==> src/rtl/dfr_pkg.sv <==
`default_nettype none

package dfr_pkg;

  localparam int unsigned BYTE_W        = 8;
  localparam int unsigned EV_W          = 3;
  localparam int unsigned CFG_IDX_W     = 3;
  localparam int unsigned MAX_FRAME_DEF = 256;

  localparam logic [EV_W-1:0] EV_DATA = 3'd0;
  localparam logic [EV_W-1:0] EV_OK   = 3'd1;
  localparam logic [EV_W-1:0] EV_BCC  = 3'd2;
  localparam logic [EV_W-1:0] EV_LEN  = 3'd3;
  localparam logic [EV_W-1:0] EV_ESC  = 3'd4;
  localparam logic [EV_W-1:0] EV_LONG = 3'd5;
  localparam logic [EV_W-1:0] EV_ACK  = 3'd6;
  localparam logic [EV_W-1:0] EV_NAK  = 3'd7;

  localparam logic [CFG_IDX_W-1:0] REG_START   = 3'd0;
  localparam logic [CFG_IDX_W-1:0] REG_END     = 3'd1;
  localparam logic [CFG_IDX_W-1:0] REG_ESCAPE  = 3'd2;
  localparam logic [CFG_IDX_W-1:0] REG_MASK    = 3'd3;
  localparam logic [CFG_IDX_W-1:0] REG_ACK     = 3'd4;
  localparam logic [CFG_IDX_W-1:0] REG_NAK     = 3'd5;
  localparam logic [CFG_IDX_W-1:0] REG_HDR_LEN = 3'd6;
  localparam logic [CFG_IDX_W-1:0] REG_LEN_OFF = 3'd7;

  typedef struct packed {
    logic [7:0] start_code;
    logic [7:0] end_code;
    logic [7:0] escape_code;
    logic [7:0] escape_mask;
    logic [7:0] ack_code;
    logic [7:0] nak_code;
    logic [3:0] header_length;
    logic [3:0] length_field_offset;
  } cfg_t;

  localparam cfg_t CFG_RESET = '{
    start_code:          8'h02,
    end_code:            8'h03,
    escape_code:         8'h10,
    escape_mask:         8'h40,
    ack_code:            8'h06,
    nak_code:            8'h15,
    header_length:       4'd4,
    length_field_offset: 4'd3
  };

  typedef struct packed {
    logic              vld;
    logic [EV_W-1:0]   ev;
    logic [BYTE_W-1:0] data;
    logic [BYTE_W-1:0] idx;
  } res_t;

endpackage

`default_nettype wire

==> src/rtl/dfr_cfg_regs.sv <==
`default_nettype none

module dfr_cfg_regs (
  input  wire logic                           clk,
  input  wire logic                           rst_n,
  input  wire logic                           cfg_we,
  input  wire logic [dfr_pkg::CFG_IDX_W-1:0]  cfg_index,
  input  wire logic [dfr_pkg::BYTE_W-1:0]     cfg_wdata,
  output dfr_pkg::cfg_t                       cfg
);

  dfr_pkg::cfg_t cfg_r;
  dfr_pkg::cfg_t cfg_nxt;

  always_comb begin
    cfg_nxt = cfg_r;
    if (cfg_we) begin
      unique case (cfg_index)
        dfr_pkg::REG_START:   cfg_nxt.start_code          = cfg_wdata;
        dfr_pkg::REG_END:     cfg_nxt.end_code            = cfg_wdata;
        dfr_pkg::REG_ESCAPE:  cfg_nxt.escape_code         = cfg_wdata;
        dfr_pkg::REG_MASK:    cfg_nxt.escape_mask         = cfg_wdata;
        dfr_pkg::REG_ACK:     cfg_nxt.ack_code            = cfg_wdata;
        dfr_pkg::REG_NAK:     cfg_nxt.nak_code            = cfg_wdata;
        dfr_pkg::REG_HDR_LEN: cfg_nxt.header_length       = cfg_wdata[3:0];
        dfr_pkg::REG_LEN_OFF: cfg_nxt.length_field_offset = cfg_wdata[3:0];
        default: ;
      endcase
    end
  end

  always_ff @(posedge clk) begin
    if (!rst_n) begin
      cfg_r <= dfr_pkg::CFG_RESET;
    end else begin
      cfg_r <= cfg_nxt;
    end
  end

  assign cfg = cfg_r;

endmodule

`default_nettype wire

==> src/rtl/dfr_parser.sv <==
`default_nettype none

module dfr_parser #(
  parameter int unsigned MAX_FRAME = dfr_pkg::MAX_FRAME_DEF
) (
  input  wire logic                        clk,
  input  wire logic                        rst_n,
  input  wire dfr_pkg::cfg_t               cfg,
  input  wire logic                        fire,
  input  wire logic [dfr_pkg::BYTE_W-1:0]  rx_byte,
  output dfr_pkg::res_t                    res
);

  localparam int unsigned CNT_W = $clog2(MAX_FRAME);
  localparam logic [CNT_W-1:0] CNT_LAST = CNT_W'(MAX_FRAME - 1);

  localparam logic [1:0] PH_IDLE = 2'd0;
  localparam logic [1:0] PH_DATA = 2'd1;
  localparam logic [1:0] PH_ESC  = 2'd2;
  localparam logic [1:0] PH_BCC  = 2'd3;

  logic [1:0]       phase_r, phase_nxt;
  logic [7:0]       acc_r, acc_nxt;
  logic [CNT_W-1:0] cnt_r, cnt_nxt;
  logic [7:0]       dlen_r, dlen_nxt;
  logic             do_store;
  logic [7:0]       store_b;
  logic             esc_ok;
  logic [7:0]       body_len;

  assign esc_ok = (rx_byte == (cfg.start_code ^ cfg.escape_mask)) ||
                  (rx_byte == (cfg.end_code ^ cfg.escape_mask)) ||
                  (rx_byte == (cfg.escape_code ^ cfg.escape_mask));
  assign body_len = 8'(cnt_r) - 8'(cfg.header_length);

  always_comb begin
    phase_nxt = phase_r;
    acc_nxt   = acc_r;
    cnt_nxt   = cnt_r;
    dlen_nxt  = dlen_r;
    res       = '0;
    do_store  = 1'b0;
    store_b   = rx_byte;
    if (phase_r == PH_BCC) begin
      phase_nxt = PH_IDLE;
      res.vld   = 1'b1;
      if (acc_r != rx_byte) begin
        cnt_nxt = '0;
        res.ev  = dfr_pkg::EV_BCC;
      end else if (dlen_r != body_len) begin
        cnt_nxt = '0;
        res.ev  = dfr_pkg::EV_LEN;
      end else begin
        res.ev  = dfr_pkg::EV_OK;
      end
    end else if (rx_byte == cfg.start_code) begin
      phase_nxt = PH_DATA;
      acc_nxt   = rx_byte;
      cnt_nxt   = '0;
      dlen_nxt  = '0;
    end else if (rx_byte == cfg.end_code) begin
      phase_nxt = PH_BCC;
      acc_nxt   = acc_r ^ rx_byte;
    end else if (rx_byte == cfg.escape_code) begin
      if (phase_r == PH_DATA) begin
        phase_nxt = PH_ESC;
        acc_nxt   = acc_r ^ rx_byte;
      end
    end else if (phase_r == PH_DATA) begin
      acc_nxt  = acc_r ^ rx_byte;
      do_store = 1'b1;
    end else if (phase_r == PH_ESC) begin
      if (esc_ok) begin
        phase_nxt = PH_DATA;
        acc_nxt   = acc_r ^ rx_byte;
        do_store  = 1'b1;
        store_b   = rx_byte ^ cfg.escape_mask;
      end else begin
        phase_nxt = PH_IDLE;
        cnt_nxt   = '0;
        res.vld   = 1'b1;
        res.ev    = dfr_pkg::EV_ESC;
      end
    end else if (rx_byte == cfg.ack_code) begin
      res.vld = 1'b1;
      res.ev  = dfr_pkg::EV_ACK;
    end else if (rx_byte == cfg.nak_code) begin
      res.vld = 1'b1;
      res.ev  = dfr_pkg::EV_NAK;
    end

    if (do_store) begin
      res.vld = 1'b1;
      if (cnt_r == CNT_LAST) begin
        phase_nxt = PH_IDLE;
        cnt_nxt   = '0;
        res.ev    = dfr_pkg::EV_LONG;
      end else begin
        if (9'(cnt_r) == 9'(cfg.length_field_offset)) begin
          dlen_nxt = store_b;
        end
        cnt_nxt  = cnt_r + CNT_W'(1);
        res.ev   = dfr_pkg::EV_DATA;
        res.data = store_b;
        res.idx  = 8'(cnt_r);
      end
    end
  end

  always_ff @(posedge clk) begin
    if (!rst_n) begin
      phase_r <= PH_IDLE;
      acc_r   <= '0;
      cnt_r   <= '0;
      dlen_r  <= '0;
    end else if (fire) begin
      phase_r <= phase_nxt;
      acc_r   <= acc_nxt;
      cnt_r   <= cnt_nxt;
      dlen_r  <= dlen_nxt;
    end
  end

endmodule

`default_nettype wire

==> src/rtl/dfr_out_reg.sv <==
`default_nettype none

module dfr_out_reg (
  input  wire logic                        clk,
  input  wire logic                        rst_n,
  input  wire logic                        load,
  input  wire dfr_pkg::res_t               res,
  input  wire logic                        out_stall,
  output logic                             out_valid,
  output logic [dfr_pkg::EV_W-1:0]         out_event_res,
  output logic [dfr_pkg::BYTE_W-1:0]       out_payload_byte,
  output logic [dfr_pkg::BYTE_W-1:0]       out_payload_index
);

  logic                        vld_r, vld_nxt;
  logic [dfr_pkg::EV_W-1:0]    ev_r;
  logic [dfr_pkg::BYTE_W-1:0]  data_r;
  logic [dfr_pkg::BYTE_W-1:0]  idx_r;

  always_comb begin
    if (load) begin
      vld_nxt = 1'b1;
    end else if (!out_stall) begin
      vld_nxt = 1'b0;
    end else begin
      vld_nxt = vld_r;
    end
  end

  always_ff @(posedge clk) begin
    if (!rst_n) begin
      vld_r <= 1'b0;
    end else begin
      vld_r <= vld_nxt;
    end
  end

  always_ff @(posedge clk) begin
    if (load) begin
      ev_r   <= res.ev;
      data_r <= res.data;
      idx_r  <= res.idx;
    end
  end

  assign out_valid         = vld_r;
  assign out_event_res     = ev_r;
  assign out_payload_byte  = data_r;
  assign out_payload_index = idx_r;

endmodule

`default_nettype wire

==> src/rtl/dle_frame_receiver_xor_bcc.sv <==
// DLE frame receiver with XOR block check.
// Input channel: one received serial byte per transaction on in_rx_byte,
// handshaked by in_valid and in_stall. Output channel: zero or one event per
// input byte on out_event_res, out_payload_byte and out_payload_index, with
// out_valid and out_stall. Data events carry the unescaped byte and its
// index in the frame; all other events carry zeros in those fields.
// Configuration registers are written through cfg_we, cfg_index and
// cfg_wdata, and should only be changed while no transaction is in flight.
// An accepted byte is registered in the input register and decoded once the
// output register is empty or being drained; its event then loads there.
// One byte is taken every cycle while in_stall is low.
// When the receiver holds out_stall, the pending event stays put and one
// more byte may wait in the input register; in_stall rises only once both
// are full. Reset clears the frame state to idle, loads the default codes
// and empties both registers.
`default_nettype none

module dle_frame_receiver_xor_bcc #(
  parameter int unsigned MAX_FRAME = dfr_pkg::MAX_FRAME_DEF
) (
  input  wire logic                           clk,
  input  wire logic                           rst_n,
  input  wire logic                           in_valid,
  output logic                                in_stall,
  input  wire logic [dfr_pkg::BYTE_W-1:0]     in_rx_byte,
  output logic                                out_valid,
  input  wire logic                           out_stall,
  output logic [dfr_pkg::EV_W-1:0]            out_event_res,
  output logic [dfr_pkg::BYTE_W-1:0]          out_payload_byte,
  output logic [dfr_pkg::BYTE_W-1:0]          out_payload_index,
  input  wire logic                           cfg_we,
  input  wire logic [dfr_pkg::CFG_IDX_W-1:0]  cfg_index,
  input  wire logic [dfr_pkg::BYTE_W-1:0]     cfg_wdata
);

  dfr_pkg::cfg_t               cfg;
  dfr_pkg::res_t               res;
  logic                        s1_vld_r, s1_vld_nxt;
  logic [dfr_pkg::BYTE_W-1:0]  s1_byte_r;
  logic                        s1_fire;
  logic                        in_accept;

  assign s1_fire   = s1_vld_r && (!out_valid || !out_stall);
  assign in_stall  = s1_vld_r && !s1_fire;
  assign in_accept = in_valid && !in_stall;

  always_comb begin
    if (in_accept) begin
      s1_vld_nxt = 1'b1;
    end else if (s1_fire) begin
      s1_vld_nxt = 1'b0;
    end else begin
      s1_vld_nxt = s1_vld_r;
    end
  end

  always_ff @(posedge clk) begin
    if (!rst_n) begin
      s1_vld_r <= 1'b0;
    end else begin
      s1_vld_r <= s1_vld_nxt;
    end
  end

  always_ff @(posedge clk) begin
    if (in_accept) begin
      s1_byte_r <= in_rx_byte;
    end
  end

  dfr_cfg_regs u_cfg (
    .clk       (clk),
    .rst_n     (rst_n),
    .cfg_we    (cfg_we),
    .cfg_index (cfg_index),
    .cfg_wdata (cfg_wdata),
    .cfg       (cfg)
  );

  dfr_parser #(
    .MAX_FRAME (MAX_FRAME)
  ) u_parser (
    .clk     (clk),
    .rst_n   (rst_n),
    .cfg     (cfg),
    .fire    (s1_fire),
    .rx_byte (s1_byte_r),
    .res     (res)
  );

  dfr_out_reg u_out (
    .clk               (clk),
    .rst_n             (rst_n),
    .load              (s1_fire && res.vld),
    .res               (res),
    .out_stall         (out_stall),
    .out_valid         (out_valid),
    .out_event_res     (out_event_res),
    .out_payload_byte  (out_payload_byte),
    .out_payload_index (out_payload_index)
  );

endmodule

`default_nettype wire

==> config.mk <==
export PLATFORM = sky130hd
export DESIGN_NAME = dle_frame_receiver_xor_bcc
export DESIGN_NICKNAME = d
export VERILOG_FILES = /design/src/rtl/dfr_pkg.sv /design/src/rtl/dfr_cfg_regs.sv /design/src/rtl/dfr_parser.sv /design/src/rtl/dfr_out_reg.sv /design/src/rtl/dle_frame_receiver_xor_bcc.sv
export SDC_FILE = /design/constraint.sdc
export NUM_CORES = 1
export LEC_CHECK = 0
export BUFFER_PORTS_ARGS = -buffer_cell sky130_fd_sc_hd__clkbuf_2
export CORE_MARGIN = 8
export CORE_UTILIZATION = 60
export CTS_BUF_LIST = sky130_fd_sc_hd__clkbuf_16
export DETAILED_ROUTE_END_ITERATION = 8
export PLACE_DENSITY = 0.79
export SYNTH_ARGS = -nofsm -noshare
export SYNTH_HDL_FRONTEND = slang
export SYNTH_SLANG_ARGS = --single-unit
==> constraint.sdc <==
create_clock -name clk -period 4.9 [get_ports clk]
set_input_delay 1.225 -clock clk [delete_from_list [all_inputs] [get_ports clk]]
set_output_delay 1.225 -clock clk [all_outputs]
set_load 0.01 [all_outputs]
==> metrics.csv, run 1 <==
metric,value,unit
ir_worst_vdd,0.000178,V
ys_ff_latch,111,
hold_start,u_cfg.cfg[23],
status,"finished, final reports clean",
postCtsHoldBufs,0,
grt_remaining_overflow,0,
postRouteAntennaNets,0,
syn_inst,678,
fp.coreArea,0.0102,sq mm
switching_share,24.4,%
routed_via_density,6.04,
slew_headroom,23.1,%
path_class,register to register,
hold_viol,0,
fill_cells,831,
gp_congestion,0.925,
initialDrtViolationCount,396,
synth.area.top_cells,"dfxtp_1 27%, edfxtp_1 13%, nand2_1 7.4%, xnor3_1 6.8%, xor2_1 6.7%",
ctsResizeCount,0,
drive_gt1_share,10.4,%
final_cells,835,
synthFlopType,dfxtp_1,
syn_area,0.00628,sq mm
critPathLaunchType,register,
slew_violations,0,
synth.net_count,713,
grt_max_degree,40,
die_y,118,um
final_nets,729,
ioPinCount,45,
synth_top_area_share,26.8,%
ys.warnings.count,0,
drc,0,
yosysUniqueCellTypes,59,
critPathLaunch,s1_byte_r[2],
n_antenna_cell,0,
synth_area_leader_cell,dfxtp_1,
antenna_found_initial,0,
cp-end-kind,register,
vias,5044,
die_w,118,um
p_sw,458,uW
h-tree-depth,3,
dr.pass1.iters,5,
cts_made_buffers,9,
cts-root-buf,clkbuf_16,
synth_common_cells,"123 x nand2_1, 84 x dfxtp_1, 49 x a21oi_1",
rsz0062_at_grt,no,
setup_violations,0,
tightest_slew,1140,ps
wl_per_cell,18.5,um
clk_transition_reported_paths,70,ps
seqPwrFrac,52.5,%
cp_max_fo,16,
yosysSeqAreaShare,39.7,%
finalSetupTns,0,ps
power_frac_comb,8.0,%
insertion_delay,350,ps
worstPathRequired,5150,ps
cts_tree,done,
grt_usage,22.6,%
p_per_area,276,mW/mm^2
synth_edf_count,27,
die-area,0.0140,sq mm
p_int,1420,uW
dp_slack,1310,ps
synthToLayoutAreaGrowth,8.33,%
p_leak,0.00264,uW
finalWirelength,15.5,mm
grt_pass1_vias,5001,
dpl.hpwl,11.0,mm
postCtsSetupBuffers,0,
maxCapViolations,0,
setup_slack,1560,ps
max_clock_freq,0.300,GHz
start_util,61.4,%
dp.cells,819,
clock_path_buffers,2,
synth_most_common_cell,nand2_1,
fin_crit_sh,68.1,%
async_flop_share,0,%
cts_sinks,111,
fin_skew,6.99,ps
fin_hold_ws,471,ps
fin_crit,3340,ps
grt_pass1_wl,25.7,mm
pwr-share-clk,39.5,%
r2r_start,s1_byte_r[2],
hold_class,register to register,
rows,37,
io_buffer_count,44,
crit_arrival,3580,ps
syn_area_per_cell,9.26,sq um
[logic make-up after synthesis]
family | share of synthesized area [%]
flip-flops | 39.7
AO/OA/AOI/OAI | 10.0
XOR/XNOR | 18.4
buffers and inverters | 3.72
multiplexers | 2.55
adder cells (fa/ha/maj) | 2.31
AND/OR/NAND/NOR | 23.3
[routing by layer]
layer  part of all wire [%]  up-vias  track usage [%]
met5                      0        -                0
met4                    2.5        0             9.61
met3                    8.1       35             5.76
met2                     48      219             36.9
met1                     42     2387             27.8
li1                       -     2403                -
[layout make-up]
type                            count  area [sq um]  share of cell area, %
Inverter                           12          45.0                  0.662
Sequential cell                   111          2490                   36.6
Multi-Input combinational cell    513          3550                   52.2
Clock buffer                        9           225                   3.31
Tap cell                          136           170                   2.50
Timing Repair Buffer               47           243                   3.57
Clock inverter                      7          73.8                   1.08
[worst paths after layout]
| check | to | slack [ps] | depth (start not counted) |
|---|---|---|---|
| worst max-delay path | u_parser.dlen_r[3] | 1560 | 8 |
| worst min-delay path | u_cfg.cfg[23] | 470 | 2 |
| worst max register to register | u_parser.dlen_r[3] | 1560 | 8 |
| worst min register to register | u_cfg.cfg[23] | 470 | 2 |
[flip-flops by register name, summed over array words and instances, names as in the netlist]
| signal | flops |
|---|---|
| u_cfg.cfg | 56 |
| s1_byte_r | 8 |
| u_out.out_payload_byte | 8 |
| u_out.out_payload_index | 8 |
| u_parser.acc_r | 8 |
| u_parser.cnt_r | 8 |
| u_parser.dlen_r | 8 |
| u_out.out_event_res | 3 |
| u_parser.phase_r | 2 |
| s1_vld_r | 1 |
| u_out.out_valid | 1 |
[stage by stage]
step	power (uW)	utilization (%)	instance area, sq um
final	1880	66.5	6800
after global routing	1940	66.5	6800
after CTS	1880	66.5	6800
after detailed placement	1150	63.6	6500
after global placement	1150	63.6	6500
after floorplan	1110	-	6280
[worst max-delay path, cell delays in order, from the launching register on]
cell and delay (ps):
edfxtp_1 850, xor2_1 150, nor4_1 360, nand2_1 330, nand4b_1 220, buf_4 230
or2_0 730, or4_4 290, o2bb2ai_1 70
[power groups by stage]
stage	clock network, uW	registers, uW	logic [uW]
after floorplan	0	982	126
final	741	985	150
after detailed placement	0	1010	147
after CTS	747	984	148
after global routing	788	987	164
after global placement	0	1000	143
[placed cells by master (no fill, tap or decap), types with 10 or more instances in the layout]
cell type and n:
xor2_1 48, xnor3_1 19, ha_1 10, nor4_1 13, nand3b_1 10, nor3_1 10, clkbuf_2 44, edfxtp_1 27
nand4_1 10, nand3_1 29, inv_1 12, mux2i_1 16, nor2b_1 12, dfxtp_1 84, a21oi_1 49, nand2_1 123
xnor2_1 27, nor2_1 34
No activity file was read; power rests on OpenSTA's default activity.
==> run 2: changes to the inputs <==
==> constraint.sdc (replaced) <==
create_clock -name clk -period 3.4 [get_ports clk]
set_input_delay 0.85 -clock clk [delete_from_list [all_inputs] [get_ports clk]]
set_output_delay 0.85 -clock clk [all_outputs]
set_load 0.01 [all_outputs]
==> metrics.csv, run 2 (same netlist as run 1, synthesis figures left out) <==
metric,value,unit,change
status,"finished, final reports clean",,unchanged
fin_skew,5.93,ps,was 6.99 ps
ioPinCount,45,,unchanged
postRouteAntennaNets,0,,unchanged
cts-root-buf,clkbuf_16,,unchanged
gp_congestion,0.928,,was 0.925
setup_violations,0,,unchanged
initialDrtViolationCount,364,,was 396
grt_pass1_wl,26.1,mm,was 25.7 mm
grt_remaining_overflow,0,,unchanged
postCtsSetupBuffers,0,,unchanged
fin_crit_sh,92.4,%,was 68.1%
largest_reg_flops,56,,unchanged
antenna_found_initial,0,,unchanged
finalWirelength,16.0,mm,was 15.5 mm
cts_made_buffers,9,,unchanged
max_clock_freq,0.318,GHz,was 0.300 GHz
wl_met1,6.74,mm,was 6.44 mm
routed.top_layer,met4,,unchanged
fin_crit,3140,ps,was 3340 ps
maxCapViolations,0,,unchanged
ctsResizeCount,0,,unchanged
p_leak,0.00268,uW,was 0.00264 uW
grt_max_degree,51,,was 40
layout_common_cells,"123 x nand2_1, 84 x dfxtp_1, 49 x a21oi_1",,unchanged
n_antenna_cell,0,,unchanged
final_nets,738,,was 729
start_util,61.4,%,unchanged
hold_class,register to register,,unchanged
wl_per_cell,18.9,um,was 18.5 um
grt_pass1_vias,5162,,"was 5,001"
cts_tree,done,,unchanged
finish.utilization,66.8,%,was 66.5%
drive_gt1_share,11.4,%,was 10.4%
dr_wl_met2,7.69,mm,was 7.38 mm
slew_violations,0,,unchanged
tightest_slew,1020,ps,was 1140 ps
design_area,0.00684,sq mm,was 0.00680 sq mm
placed_area,0.00657,sq mm,was 0.00650 sq mm
cts_sinks,111,,unchanged
cp-end-kind,register,,unchanged
crit_arrival,3360,ps,was 3580 ps
insertion_delay,360,ps,was 350 ps
dr.pass1.iters,4,,was 5
wl_met3,989,um,was 1.26 mm
die_y,118,um,unchanged
grt_usage,23.1,%,was 22.6%
final_common_cell,nand2_1,,unchanged
drc,0,,unchanged
die-area,0.0140,sq mm,unchanged
die_w,118,um,unchanged
p_per_area,384,mW/mm^2,was 276 mW/mm^2
synthToLayoutAreaGrowth,8.88,%,was 8.33%
critPathLaunchType,register,,unchanged
dpl.hpwl,11.6,mm,was 11.0 mm
rsz0062_at_grt,no,,unchanged
rows,37,,unchanged
hold_viol,0,,unchanged
path_class,register to register,,unchanged
fp.coreArea,0.0102,sq mm,unchanged
clk_transition_reported_paths,70,ps,about the same
io_buffer_count,44,,unchanged
finalSetupTns,0,ps,unchanged
postCtsHoldBufs,0,,unchanged
ir_worst_vdd,0.000276,V,was 0.000178 V
worstPathRequired,3620,ps,was 5150 ps
vias,5174,,"was 5,044"
clock_path_buffers,2,,unchanged
cp_max_fo,13,,was 16
h-tree-depth,3,,unchanged
slew_headroom,31.9,%,was 23.1%
routed_via_density,6.13,,was 6.04
## run 2: power breakdown
part / switching [uW] / total, uW / internal [uW]
combinational: 128 / 230 / 102
clock: 488 / 981 / 492
sequential: 43.8 / 1410 / 1370
## run 2: stage by stage
stage               power (uW)  setup WS [ps]  instances  hold WS, ps
finish                    2620            258        844          472
global placement          1660            369        828          457
CTS                       2620            294        844          475
detailed placement        1670            309        828          466
global route              2700           88.7        844          496
floorplan                 1600            414        678          445
## run 2: worst paths after layout
path | from | to | slack, ps | depth (start not counted)
worst min-delay path | u_cfg.cfg[21] | u_cfg.cfg[21] | 470 | 2
worst max register to register | s1_byte_r[3] | u_parser.acc_r[2] | 260 | 7
worst min register to register | u_cfg.cfg[21] | u_cfg.cfg[21] | 470 | 2
worst max-delay path | s1_byte_r[3] | u_parser.acc_r[2] | 260 | 7
## run 2: per-layer routing
layer / vias to the layer above / GRT usage [%]
met4: 0 / 11.0
li1: 2414 / -
met1: 2488 / 27.9
met5: - / 0
met2: 222 / 39.4
met3: 50 / 3.86
## run 2: worst max-delay path, stage by stage (launching register included)
cell and delay (ps):
edfxtp_1 810, xnor2_1 170, xnor2_1 200, nor4_1 350, nor2_1 230, o21bai_1 840, mux2i_1 290, a31oi_1 100
## run 2: final cells by class
| class | count | area (sq um) |
|---|---|---|
| clock buffers | 9 | 225 |
| clock inverters | 7 | 41.3 |
| fillers | 819 | 3390 |
| well taps | 136 | 170 |
| flip-flops and latches | 111 | 2490 |
| repair buffers | 56 | 310 |
| inverters | 12 | 45.0 |
| multi-input cells | 513 | 3550 |
==> run 3: changes to the inputs <==
--- a/config.mk
+++ b/config.mk
@@ -11,6 +11,7 @@
 export CTS_BUF_LIST = sky130_fd_sc_hd__clkbuf_16
 export DETAILED_ROUTE_END_ITERATION = 8
 export PLACE_DENSITY = 0.79
+export RECOVER_POWER = 25
 export SYNTH_ARGS = -nofsm -noshare
 export SYNTH_HDL_FRONTEND = slang
 export SYNTH_SLANG_ARGS = --single-unit
==> metrics.csv, run 3 (same netlist as run 1, synthesis figures left out) <==
metric,value,unit,change
maxCapViolations,0,,unchanged
fin_hold_ws,472,ps,about the same
postCtsSetupBuffers,0,,unchanged
cts-root-buf,clkbuf_16,,unchanged
postRouteAntennaNets,0,,unchanged
clock_path_buffers,2,,unchanged
postCtsHoldBufs,0,,unchanged
drive_gt1_share,8.76,%,was 11.4%
cp_max_fo,13,,unchanged
path_class,register to register,,unchanged
rrSetupSlack,260,ps,about the same
status,"finished, final reports clean",,unchanged
n_antenna_cell,0,,unchanged
grt_max_degree,51,,unchanged
h-tree-depth,3,,unchanged
finalWirelength,16.0,mm,about the same
insertion_delay,360,ps,about the same
final_cells,844,,unchanged
largest_reg_flops,56,,unchanged
grt_pass1_vias,5162,,unchanged
ctsResizeCount,0,,unchanged
ioPinCount,45,,unchanged
final_nets,738,,unchanged
dp.cells,828,,unchanged
setup_violations,0,,unchanged
finalSetupTns,0,ps,unchanged
critPathLaunchType,register,,unchanged
slew_headroom,32.2,%,was 31.9%
final_common_cell,nand2_1,,unchanged
tightest_slew,1010,ps,was 1020 ps
dpl.hpwl,11.6,mm,unchanged
hold_viol,0,,unchanged
antenna_found_initial,0,,unchanged
gp_congestion,0.928,,unchanged
p_per_area,385,mW/mm^2,was 384 mW/mm^2
fin_skew,7.04,ps,was 5.93 ps
die_y,118,um,unchanged
fill_cells,829,,was 819
grt_pass1_wl,26.1,mm,unchanged
power,2630,uW,was 2620 uW
hold_class,register to register,,unchanged
io_buffer_count,44,,unchanged
p_leak,0.00262,uW,was 0.00268 uW
start_util,61.4,%,unchanged
fp.coreArea,0.0102,sq mm,unchanged
initialDrtViolationCount,388,,was 364
vias,5203,,"was 5,174"
slew_violations,0,,unchanged
rsz0062_at_grt,no,,unchanged
cts_tree,done,,unchanged
cp-end-kind,register,,unchanged
max_clock_freq,0.318,GHz,about the same
die_w,118,um,unchanged
cts_made_buffers,9,,unchanged
cts_sinks,111,,unchanged
layout_common_cells,"123 x nand2_1, 84 x dfxtp_1, 49 x a21oi_1",,unchanged
ir_worst_vdd,0.000276,V,about the same
rows,37,,unchanged
worstPathRequired,3620,ps,about the same
grt_usage,23.1,%,unchanged
dr.pass1.iters,5,,was 4
drc,0,,unchanged
fin_crit,3140,ps,about the same
routed_via_density,6.16,,was 6.13
crit_arrival,3360,ps,about the same
grt_remaining_overflow,0,,unchanged
synthToLayoutAreaGrowth,8.51,%,was 8.88%
clk_transition_reported_paths,70,ps,about the same
die-area,0.0140,sq mm,unchanged
wl_per_cell,18.9,um,about the same
finish.utilization,66.6,%,was 66.8%
fin_crit_sh,92.4,%,about the same
==> run 3: cell counts in the layout (fill, tap and decap cells not counted) <==
Identical to the previous run, type by type.
==> run 3: metal layers <==
| metal | vias up | track usage, % | part of all wire [%] |
|---|---|---|---|
| met1 | 2506 | 27.9 | 42 |
| met4 | 0 | 11.0 | 3.7 |
| li1 | 2419 | - | - |
| met5 | - | 0 | 0 |
| met3 | 57 | 3.86 | 5.9 |
| met2 | 221 | 39.4 | 48 |
==> run 3: area by class of cell <==
type,instances,area [sq um],share of cell area (%)
multi-input cells,513,3550,52.2
clock inverters,7,41.3,0.606
clock buffers,9,225,3.30
flip-flops and latches,111,2490,36.6
repair buffers,56,287,4.20
well taps,136,170,2.50
inverters,12,45.0,0.661
==> run 3: per-stage QoR <==
stage	worst slack (ps)	instance area, sq um
global placement	369	6570
CTS	294	6840
finish	258	6820
detailed placement	309	6570
global route	88.7	6820
floorplan	414	6280
==> run 3: worst paths after layout <==
path / cells after the start / endpoint / start
hold reg to reg: 2 / u_cfg.cfg[21] / u_cfg.cfg[21]
setup / recovery: 7 / u_parser.acc_r[2] / s1_byte_r[0]
hold / removal: 2 / u_cfg.cfg[21] / u_cfg.cfg[21]
setup reg to reg: 7 / u_parser.acc_r[2] / s1_byte_r[0]
==> run 3: worst max-delay path, stage by stage, from the launching register on <==
cell and delay (ps):
edfxtp_1 750, xnor3_1 280, nand4_4 100, nor4_1 400, nor2_1 230, o21bai_1 840
mux2i_1 290, a31oi_1 110
==> run 3: where the power goes <==
group,switching (uW),leakage [uW],internal [uW]
Clock,490,0.000134,492
Combinational,127,0.00155,102
Sequential,44.1,0.000939,1370
Total,662,0.00262,1960
